`config.mk`:
```
export PLATFORM = sky130hd
export DESIGN_NAME = pulse_interval_sensor_frame_decoder
export DESIGN_NICKNAME = d
export VERILOG_FILES = /design/src/hdl/psfd_pkg.sv /design/src/hdl/pulse_interval_sensor_frame_decoder.sv
export SDC_FILE = /design/constraint.sdc
export NUM_CORES = 1
export LEC_CHECK = 0
export ABC_CLOCK_PERIOD_IN_PS = 9430
export BUFFER_PORTS_ARGS = -buffer_cell sky130_fd_sc_hd__buf_2
export CORE_MARGIN = 4
export CORE_UTILIZATION = 30
export CTS_CLUSTER_SIZE = 40
export DETAILED_ROUTE_END_ITERATION = 10
export HOLD_SLACK_MARGIN = 0.03
export MAX_ROUTING_LAYER = met4
export PLACE_DENSITY = 0.54
export SETUP_SLACK_MARGIN = 0.05
export SYNTH_ARGS = -nofsm -noshare
export SYNTH_HDL_FRONTEND = slang
export SYNTH_SLANG_ARGS = --single-unit
```
`constraint.sdc`:
```
create_clock -name clock -period 9.43 [get_ports clock]
set_input_delay 0.4715 -clock clock [delete_from_list [all_inputs] [get_ports clock]]
set_output_delay 0.4715 -clock clock [all_outputs]
set_load 0.02 [all_outputs]
```
`src/hdl/psfd_pkg.sv`:
```
`default_nettype none

package psfd_pkg;

   localparam int FRAME_BITS = 40;
   localparam int FRAME_BYTES = 5;

   localparam int CMD_W = 2;
   localparam int TIME_W = 32;
   localparam int THR_W = 16;
   localparam int EDGES_W = 8;
   localparam int STATUS_W = 2;
   localparam int RAW_W = 16;

   localparam int REQ_TDATA_W = 32;
   localparam int REQ_TUSER_W = 2;
   localparam int RSP_FIELDS_W = STATUS_W + 2 * RAW_W + EDGES_W + 1;
   localparam int RSP_TDATA_W = ((RSP_FIELDS_W + 7) / 8) * 8;
   localparam int RSP_PAD_W = RSP_TDATA_W - RSP_FIELDS_W;
   localparam int CSR_DATA_W = 16;
   localparam int CSR_ADDR_W = 1;

   localparam logic [THR_W-1:0] THRESHOLD_RESET = 16'd110;
   localparam logic [EDGES_W-1:0] REQUIRED_RESET = 8'd42;
   localparam logic [EDGES_W-1:0] EDGE_COUNT_MAX = 8'hFF;

   typedef enum logic [CMD_W-1:0] {
      CMD_START  = 2'd0,
      CMD_EDGE   = 2'd1,
      CMD_FINISH = 2'd2,
      CMD_UNUSED = 2'd3
   } cmd_type;

   typedef enum logic [STATUS_W-1:0] {
      ST_OK  = 2'd0,
      ST_FEW = 2'd1,
      ST_SUM = 2'd2,
      ST_RSV = 2'd3
   } status_type;

   typedef enum logic [CSR_ADDR_W-1:0] {
      CSR_BIT_THRESHOLD  = 1'b0,
      CSR_REQUIRED_EDGES = 1'b1
   } csr_addr_type;

   typedef struct packed {
      logic [RSP_PAD_W-1:0] pad;
      logic                 count_warning;
      logic [EDGES_W-1:0]   edge_total;
      logic [RAW_W-1:0]     temperature_raw;
      logic [RAW_W-1:0]     humidity_raw;
      status_type           status;
   } rsp_type;

   // Byte k of the frame sits at bit 8*(4-k); bytes above the window read as 0.
   function automatic logic [7:0] frame_byte(input logic [FRAME_BITS-1:0] win,
                                             input int k);
      logic [63:0] wide;
      int pos;
      wide = 64'(win);
      pos = 8 * (FRAME_BYTES - 1 - k);
      if (pos + 8 > FRAME_BITS) begin
         return 8'd0;
      end
      return wide[pos +: 8];
   endfunction

endpackage

`default_nettype wire

```
`src/hdl/pulse_interval_sensor_frame_decoder.sv`:
```
`default_nettype none

// Channel  Dir  Handshake              Payload
// req      in   req_tvalid/req_tready  tuser: cmd; tdata: edge_time_us
// rsp      out  rsp_tvalid/rsp_tready  tdata: status, humidity, temperature, count, warning
// csr      in   csr_we                 csr_addr selects register, csr_wdata
//
// One transaction per cycle while req_tready is high. Start and edge update the state
// in the accept cycle; finish registers its report from the state into the output or skid.
// Output register plus one skid entry: req_tready drops only while the skid holds a result.
// Reset (sync) restores CSR defaults, clears count, timestamp, window, output and skid.

module pulse_interval_sensor_frame_decoder (
   input  wire                                   clock,
   input  wire                                   reset,
   input  wire                                   req_tvalid,
   output logic                                  req_tready,
   input  wire  [psfd_pkg::REQ_TDATA_W-1:0]      req_tdata,  // [31:0] edge_time_us
   input  wire  [psfd_pkg::REQ_TUSER_W-1:0]      req_tuser,  // [1:0] cmd
   output logic                                  rsp_tvalid,
   input  wire                                   rsp_tready,
   // [1:0] status, [17:2] humidity_raw, [33:18] temperature_raw,
   // [41:34] edge_total, [42] count_warning, [47:43] zero
   output logic [psfd_pkg::RSP_TDATA_W-1:0]      rsp_tdata,
   input  wire                                   csr_we,
   input  wire  [psfd_pkg::CSR_ADDR_W-1:0]       csr_addr,
   input  wire  [psfd_pkg::CSR_DATA_W-1:0]       csr_wdata
);
   import psfd_pkg::*;

   logic [THR_W-1:0]      threshold_ff;
   logic [EDGES_W-1:0]    required_ff;
   logic [EDGES_W-1:0]    edge_count_ff, edge_count_in;
   logic [TIME_W-1:0]     prev_time_ff, prev_time_in;
   logic [FRAME_BITS-1:0] window_ff, window_in;

   logic                  out_valid_ff, out_valid_in;
   logic [RSP_TDATA_W-1:0] out_ff, out_in;
   logic                  skid_valid_ff, skid_valid_in;
   logic [RSP_TDATA_W-1:0] skid_ff, skid_in;

   cmd_type               cmd;
   logic [TIME_W-1:0]     edge_time;
   logic [TIME_W-1:0]     interval;
   logic                  new_bit;
   logic                  accept;
   logic                  push;
   logic                  pop;
   logic [7:0]            b0, b1, b2, b3, b4;
   logic [7:0]            sum;
   rsp_type               result;

   assign cmd       = cmd_type'(req_tuser);
   assign edge_time = req_tdata[TIME_W-1:0];
   assign accept    = req_tvalid && req_tready;
   assign push      = accept && (cmd == CMD_FINISH);
   assign pop       = out_valid_ff && rsp_tready;

   assign req_tready = !skid_valid_ff;
   assign rsp_tvalid = out_valid_ff;
   assign rsp_tdata  = out_ff;

   assign interval = edge_time - prev_time_ff;
   assign new_bit  = interval > TIME_W'(threshold_ff);

   always_comb begin
      edge_count_in = edge_count_ff;
      prev_time_in  = prev_time_ff;
      window_in     = window_ff;
      if (accept) begin
         case (cmd)
            CMD_START: begin
               edge_count_in = '0;
            end
            CMD_EDGE: begin
               window_in    = {window_ff[FRAME_BITS-2:0], new_bit};
               prev_time_in = edge_time;
               if (edge_count_ff != EDGE_COUNT_MAX) begin
                  edge_count_in = edge_count_ff + 1'b1;
               end
            end
            default: begin
            end
         endcase
      end
   end

   assign b0  = frame_byte(window_ff, 0);
   assign b1  = frame_byte(window_ff, 1);
   assign b2  = frame_byte(window_ff, 2);
   assign b3  = frame_byte(window_ff, 3);
   assign b4  = frame_byte(window_ff, 4);
   assign sum = b0 + b1 + b2 + b3;

   always_comb begin
      result = '0;
      result.edge_total = edge_count_ff;
      if (edge_count_ff < required_ff) begin
         result.status = ST_FEW;
      end else begin
         result.count_warning = (edge_count_ff != required_ff);
         if (sum != b4) begin
            result.status = ST_SUM;
         end else begin
            result.status          = ST_OK;
            result.humidity_raw    = {b0, b1};
            result.temperature_raw = {b2, b3};
         end
      end
   end

   always_comb begin
      out_valid_in  = out_valid_ff;
      out_in        = out_ff;
      skid_valid_in = skid_valid_ff;
      skid_in       = skid_ff;
      if (skid_valid_ff) begin
         if (pop) begin
            out_in        = skid_ff;
            skid_valid_in = 1'b0;
         end
      end else if (push) begin
         if (!out_valid_ff || pop) begin
            out_in       = RSP_TDATA_W'(result);
            out_valid_in = 1'b1;
         end else begin
            skid_in       = RSP_TDATA_W'(result);
            skid_valid_in = 1'b1;
         end
      end else if (pop) begin
         out_valid_in = 1'b0;
      end
   end

   always_ff @(posedge clock) begin
      if (reset) begin
         threshold_ff  <= THRESHOLD_RESET;
         required_ff   <= REQUIRED_RESET;
         edge_count_ff <= '0;
         prev_time_ff  <= '0;
         window_ff     <= '0;
         out_valid_ff  <= 1'b0;
         skid_valid_ff <= 1'b0;
      end else begin
         if (csr_we) begin
            case (csr_addr_type'(csr_addr))
               CSR_BIT_THRESHOLD:  threshold_ff <= csr_wdata[THR_W-1:0];
               CSR_REQUIRED_EDGES: required_ff  <= csr_wdata[EDGES_W-1:0];
               default: begin
               end
            endcase
         end
         edge_count_ff <= edge_count_in;
         prev_time_ff  <= prev_time_in;
         window_ff     <= window_in;
         out_valid_ff  <= out_valid_in;
         skid_valid_ff <= skid_valid_in;
      end
   end

   always_ff @(posedge clock) begin
      out_ff  <= out_in;
      skid_ff <= skid_in;
   end

endmodule

`default_nettype wire

```
==> out/summary.txt, run 1 <==
Power Density -> 157 nW/µm²
Max-capacitance violation count -> 0
Top cell family by delay on the critical path -> adder cells
Clock buffer depth -> 2
Peak fanout along the critical path -> 27
Core Region -> 33700 µm²
Post-synth EDFFs -> 86
Finished Cell Area -> 11900 µm²
Final setup violation count -> 0
Share of the synthesized area in the top cell type -> 25.0%
Max IR drop VDD -> 0.000125 V
Width of the die -> 194 µm
Post-CTS Setup Bufs -> 0
Fmax achieved -> 0.220 GHz
CP Cell Sequence -> fa_1 > inv_1 > fa_1 > inv_1 > ha_1 > fa_1 > a21o_1 > a21oi_1 > o21bai_1 > a21oi_1 > xnor2_1 > nand3_1 > nor2_2 > and2_1 > mux2_2
Setup TNS -> 0 ps
Min cycle time layout -> 4540 ps
RSZ-0062 raised after global routing -> no
Setup crit end kind -> register
Share of cells above drive strength 1 -> 17.3%
Gr usage total -> 13.5%
Startpoint Class -> register
Iter 0 DRT Violations -> 443
Final hold vios -> 0
# rows -> 67
Initial antenna violation count -> 0
Final #Nets -> 1308
H-tree depth -> 4
Port-buffer cells -> 100
Count of different cell masters after synthesis -> 70
1st-pass router iterations -> 5
Reg-to-reg critical path startpoint -> window_ff[9]
HP Class -> in2reg
TritonCTS clock tree -> done
Measured slew at the worst slew-check pin -> 1150 ps
Routed WL -> 24200 µm
First-pass GRT wire length -> 40200 µm
Mapped Cells -> 1097
CP required -> 9750 ps
Diodes inserted -> 0
Vias in the first global route -> 7458
Setup crit start -> window_ff[9]
Worst-skew pair later-pin latency -> 450 ps
Post-CTS Hold Buffers -> 0
CTS resizes -> 0
Avg Cell Area, Syn -> 9.41 µm²
Initial Util -> 30.6%
Fillcell total -> 3464
Worst reg2reg path depth -> 15
Syn. warnings -> 0
Largest net degree at the start of global routing -> 54
GP Congestion -> 0.840
Crit path DAT -> 4860 ps
Remaining DRCs -> 0
Ranking of synthesized cells by area -> edfxtp_1 (25%), dfxtp_1 (21%), nand2_1 (7.7%)
Post-DP Area -> 11200 µm²
CP max-delay cell -> nor2_2
Top-count cell post-synth -> nand2_1
DPL Wire Length -> 17500 µm
Post-Syn Area -> 10300 µm²
Commonest cells post-synth -> nand2_1 (212), a21oi_1 (141), dfxtp_1 (106)
Vias -> 7619
Crit Reg-Reg Endpoint -> rsp_tdata[2]
TritonCTS buffer count -> 17
R2R setup slack -> 4890 ps
Yosys reg bits -> 192
Final hold slack -> 253 ps
Max stage delay on crit path -> 830 ps
Vias per std cell -> 4.66
Antenna-violating nets left -> 0
Top Ports -> 106
Root Buffer -> clkbuf_16
P_leak -> 0.00459 µW
Buf/Inv on CP -> 2
Worst-path clk slew -> 80 ps
Clock sinks -> 192
Worst setup path end -> rsp_tdata[2]
Relative slew margins -> 23.3%
Crit Path Class -> reg2reg
Final Slew Violations -> 0
Most used cell, CP -> fa_1
Clock Skew -> 13.2 ps
Top FF cell, synth -> dfxtp_1
Area Overhead vs Synth -> 14.8%
Global route total overflow -> 0
Outcome -> complete, no violations
Tcrit/Tclk final -> 48.2%
Die Footprint -> 37400 µm²
Crit path depth -> 15
Sequential area share after synthesis -> 45.6%
Area leader, netlist -> edfxtp_1
Routed WL per cell -> 14.8 µm
Die Y -> 194 µm
Ys async rst share -> 0%
cells in the final DEF, fill, tap and decap left out, drive strengths merged, types with 7 or more instances in the layout:
cell	synthesis	final
nand3	11	11
nand2b	12	12
fa	15	15
and2	31	31
a211o	7	7
nand4	12	12
clkbuf	35	18
a21o	9	9
ha	63	63
dfxtp	106	106
nor3	9	9
mux2	42	42
xnor2	30	30
buf	16	105
edfxtp	86	86
inv	82	86
clkinv	0	10
nand2	213	213
o21ai	28	28
nor2	50	50
a21oi	144	144
xor2	14	14
metal layers:
metal	global-route usage, %	up-vias	part of all wire (%)
met4	3.57	0	1.1
met5	-	-	0
met1	17.7	3579	49
met3	2.35	17	2.6
li1	-	3916	-
met2	21.6	107	48
final cells by class:
type,count,area [µm²],share of cell area (%)
Tap cell,448,561,4.73
Inverter,82,308,2.60
Multi-Input combinational cell,776,5110,43.1
Timing Repair Buffer,105,538,4.54
Clock buffer,18,439,3.70
Clock inverter,14,193,1.63
Sequential cell,192,4700,39.7
per-stage QoR:
stage | total power [µW] | worst slack (ps) | util [%] | std cells
CTS | 1890 | 4830 | 35.2 | 1635
finish | 1860 | 4890 | 35.2 | 1635
detailed placement | 1130 | 4850 | 33.3 | 1603
global route | 1960 | 4600 | 35.2 | 1635
global placement | 1130 | 4900 | 33.3 | 1603
floorplan | 1070 | 5650 | - | 1101
power breakdown:
part           total, µW  leakage [µW]  switching (µW)  internal (µW)
sequential           885       0.00171            6.93            878
combinational        226       0.00258             139           86.4
clock                751      0.000302             380            370
worst register-to-register path, cell delays in order (launching register included):
cell and delay (ps):
dfxtp_1 350, fa_1 550, inv_1 60, fa_1 500, inv_1 40, ha_1 220
fa_1 400, a21o_1 170, a21oi_1 210, o21bai_1 100, a21oi_1 180, xnor2_1 160
nand3_1 210, nor2_2 830, and2_1 280, mux2_2 160
kinds of logic after synthesis:
kind of cell	after synthesis	share of synthesized area [%]
xor+xnor	44	3.73
other cells	1	0.0363
compound gates	240	14.1
mux	43	4.68
fa+ha+maj	78	10.5
simple gates	366	16.0
flops	192	45.6
buf+inv	133	5.28
flip-flops by register name (all words and copies together), names as in the netlist:
signal / count
prev_time_ff: 32
window_ff: 40
edge_count_ff: 8
rsp_tdata: 43
threshold_ff: 16
skid_ff: 43
rsp_tvalid: 1
required_ff: 8
skid_valid_ff: 1
how the worst min path moves through the flow:
stage                           from                to  slack (ps)  cells past startpoint
CTS                       rsp_tready     skid_valid_ff         220                      2
floorplan           prev_time_ff[10]  prev_time_ff[10]         440                      2
global placement     prev_time_ff[6]   prev_time_ff[6]         440                      2
finish                  csr_wdata[2]   threshold_ff[2]         250                      2
global route              rsp_tready     skid_valid_ff         230                      2
detailed placement  prev_time_ff[22]  prev_time_ff[22]         450                      2
Power figures use the tool's default switching activity.
==> run 2: changes to the inputs <==
--- a/config.mk
+++ b/config.mk
@@ -5,7 +5,7 @@
 export SDC_FILE = /design/constraint.sdc
 export NUM_CORES = 1
 export LEC_CHECK = 0
-export ABC_CLOCK_PERIOD_IN_PS = 9430
+export ABC_CLOCK_PERIOD_IN_PS = 4100
 export BUFFER_PORTS_ARGS = -buffer_cell sky130_fd_sc_hd__buf_2
 export CORE_MARGIN = 4
 export CORE_UTILIZATION = 30
@@ -13,7 +13,7 @@
 export DETAILED_ROUTE_END_ITERATION = 10
 export HOLD_SLACK_MARGIN = 0.03
 export MAX_ROUTING_LAYER = met4
-export PLACE_DENSITY = 0.54
+export PLACE_DENSITY = 0.56
 export SETUP_SLACK_MARGIN = 0.05
 export SYNTH_ARGS = -nofsm -noshare
 export SYNTH_HDL_FRONTEND = slang
==> constraint.sdc (replaced) <==
create_clock -name clock -period 4.1 [get_ports clock]
set_input_delay 0.205 -clock clock [delete_from_list [all_inputs] [get_ports clock]]
set_output_delay 0.205 -clock clock [all_outputs]
set_load 0.02 [all_outputs]
==> out/summary.txt, run 2 (synthesis results as in run 1) <==
Outcome -> complete, no violations
Clock buffer depth -> 2
Die Y -> 194 µm
Worst-skew pair later-pin latency -> 430 ps
Crit path DAT -> 4110 ps
Reg-to-reg critical path startpoint -> window_ff[9]
Commonest non-fill, non-tap cell in the layout -> nand2_1
R2R setup slack -> 300 ps
Share of power burned in combinational logic -> 13.3%
Routed WL -> 25000 µm
Sequential Power Share -> 47.3%
Routed WL per cell -> 14.7 µm
Finished Cell Area -> 12600 µm²
GP Congestion -> 0.841
Final hold vios -> 0
Worst Min Path Start -> req_tdata[19]
P_int -> 3090 µW
TritonCTS buffer count -> 17
H-tree depth -> 4
Sw power -> 1210 µW
Final Slew Violations -> 0
CP required -> 4410 ps
First-pass GRT wire length -> 41600 µm
Core Region -> 33700 µm²
Initial Util -> 30.6%
1st-pass router iterations -> 4
Commonest cells after routing, fill and taps aside -> nand2_1 (211), a21oi_1 (135), dfxtp_1 (106), buf_2 (100), edfxtp_1 (86)
Switching share of total power -> 28.2%
Worst-path clk slew -> 80 ps
Remaining DRCs -> 0
Max stage delay on crit path -> 530 ps
Final setup violation count -> 0
Top cell family by delay on the critical path -> adder cells
Vias in the first global route -> 7923
Vias per std cell -> 4.66
Iter 0 DRT Violations -> 362
Crit path depth -> 15
Fillcell total -> 3496
Worst Hold End -> prev_time_ff[19]
Final #Nets -> 1373
Tcrit/Tclk final -> 92.7%
Worst hold stages -> 3
Root Buffer -> clkbuf_16
Crit Reg-Reg Endpoint -> rsp_tdata[24]
Total power -> 4300 µW
Relative slew margins -> 39.7%
Post-DP Area -> 11400 µm²
Power Density -> 342 nW/µm²
Max IR drop VDD -> 0.000254 V
Diodes inserted -> 0
Max-capacitance violation count -> 0
Clock power frac -> 39.4%
Port-buffer cells -> 100
Setup crit end kind -> register
# rows -> 67
Gr usage total -> 13.8%
Crit Path Class -> reg2reg
Buf/Inv on CP -> 3
Largest net degree at the start of global routing -> 73
P_leak -> 0.00490 µW
DPL Wire Length -> 17600 µm
Global route total overflow -> 0
Top Ports -> 106
Area Overhead vs Synth -> 21.9%
Worst reg2reg path depth -> 15
TritonCTS clock tree -> done
Die Footprint -> 37400 µm²
Fmax achieved -> 0.263 GHz
RSZ-0062 raised after global routing -> yes
Register area -> 4700 µm²
Share of cells above drive strength 1 -> 19.7%
Area of the multi-input gates -> 5240 µm²
HP Class -> in2reg
Min cycle time layout -> 3800 ps
CP Cell Sequence -> fa_1 > inv_1 > fa_1 > inv_1 > ha_1 > fa_2 > a21o_1 > a21oi_2 > o21bai_1 > a21oi_1 > xnor2_1 > nand3_2 > buf_4 > nor3_2 > mux2_2
Measured slew at the worst slew-check pin -> 904 ps
Clock Skew -> 13.9 ps
CP max-delay cell -> fa_1
Clock sinks -> 192
Vias -> 7918
Width of the die -> 194 µm
Peak fanout along the critical path -> 5
Antenna-violating nets left -> 0
Startpoint Class -> register
Initial antenna violation count -> 0
==> run 2: cell types whose count changed in the layout (fill, tap and decap cells not counted), sizes merged <==
cell         previous run  this run
buf                   105       126
clkbuf                 18        17
clkinv                 10         6
clkinvlp                0         1
dlygate4sd3             0        43
inv                    86        90
nor2                   50        51
==> run 2: per-layer routing <==
metal | wire length [µm] | share of wire, % | GRT usage [%] | up-vias
met5 | 0 | 0 | - | -
met1 | 12000 | 48 | 18.0 | 3709
met4 | 438 | 1.8 | 3.65 | 0
met2 | 11800 | 47 | 22.4 | 129
met3 | 688 | 2.8 | 2.10 | 28
li1 | - | - | - | 4052
==> run 2: what timing repair did <==
| action | CTS | global route |
|---|---|---|
| buffers inserted | 2 | 1 |
| setup endpoints to repair | 54 | 33 |
| endpoints found under the hold margin | 48 | 0 |
| pin swaps | 1 | 12 |
| hold buffers | 43 | 0 |
| resized for setup | 4 | 20 |
| gates cloned | 1 | 0 |
==> run 2: cell type report <==
| class | count | area share (%) |
|---|---|---|
| clock inverter | 15 | 1.45 |
| inverter | 82 | 2.45 |
| sequential | 192 | 37.4 |
| timing repair buffer | 169 | 9.24 |
| clock buffer | 17 | 3.38 |
| multi-input combinational | 777 | 41.7 |
| tap | 448 | 4.45 |
==> run 2: worst min-delay path, cell delays in order <==
cell	delay [ps]
buf_2	120
nand2_1	50
a21oi_1	50
==> run 2: stage by stage <==
step / hold slack [ps] / util (%) / setup TNS, ps / cells / setup WS (ps)
floorplan: 305 / - / 0 / 1101 / 319
global placement: 430 / 33.7 / -13690 / 1621 / -321
global route: 33.4 / 37.4 / 0 / 1700 / 18.6
detailed placement: 437 / 33.7 / -14790 / 1621 / -358
finish: 42.8 / 37.4 / 0 / 1700 / 299
CTS: 31.0 / 37.0 / 0 / 1699 / 79.5
==> run 2: worst max-delay path by stage <==
| stage | from | slack (ps) | to |
|---|---|---|---|
| floorplan | window_ff[9] | 320 | rsp_tdata[10] |
| global placement | window_ff[9] | -320 | rsp_tdata[21] |
| detailed placement | window_ff[9] | -360 | rsp_tdata[4] |
| CTS | req_tdata[6] | 80 | window_ff[0] |
| global route | req_tdata[11] | 20 | window_ff[0] |
| finish | window_ff[9] | 300 | rsp_tdata[24] |
==> run 2: power groups by stage <==
stage | clock network [µW] | logic (µW) | registers (µW)
6_report | 1690 | 572 | 2040
2_1_floorplan | 0 | 370 | 2090
3_3_place_gp | 0 | 517 | 2080
3_5_place_dp | 0 | 524 | 2080
4_1_cts | 1740 | 561 | 2040
5_1_grt | 1830 | 646 | 2040
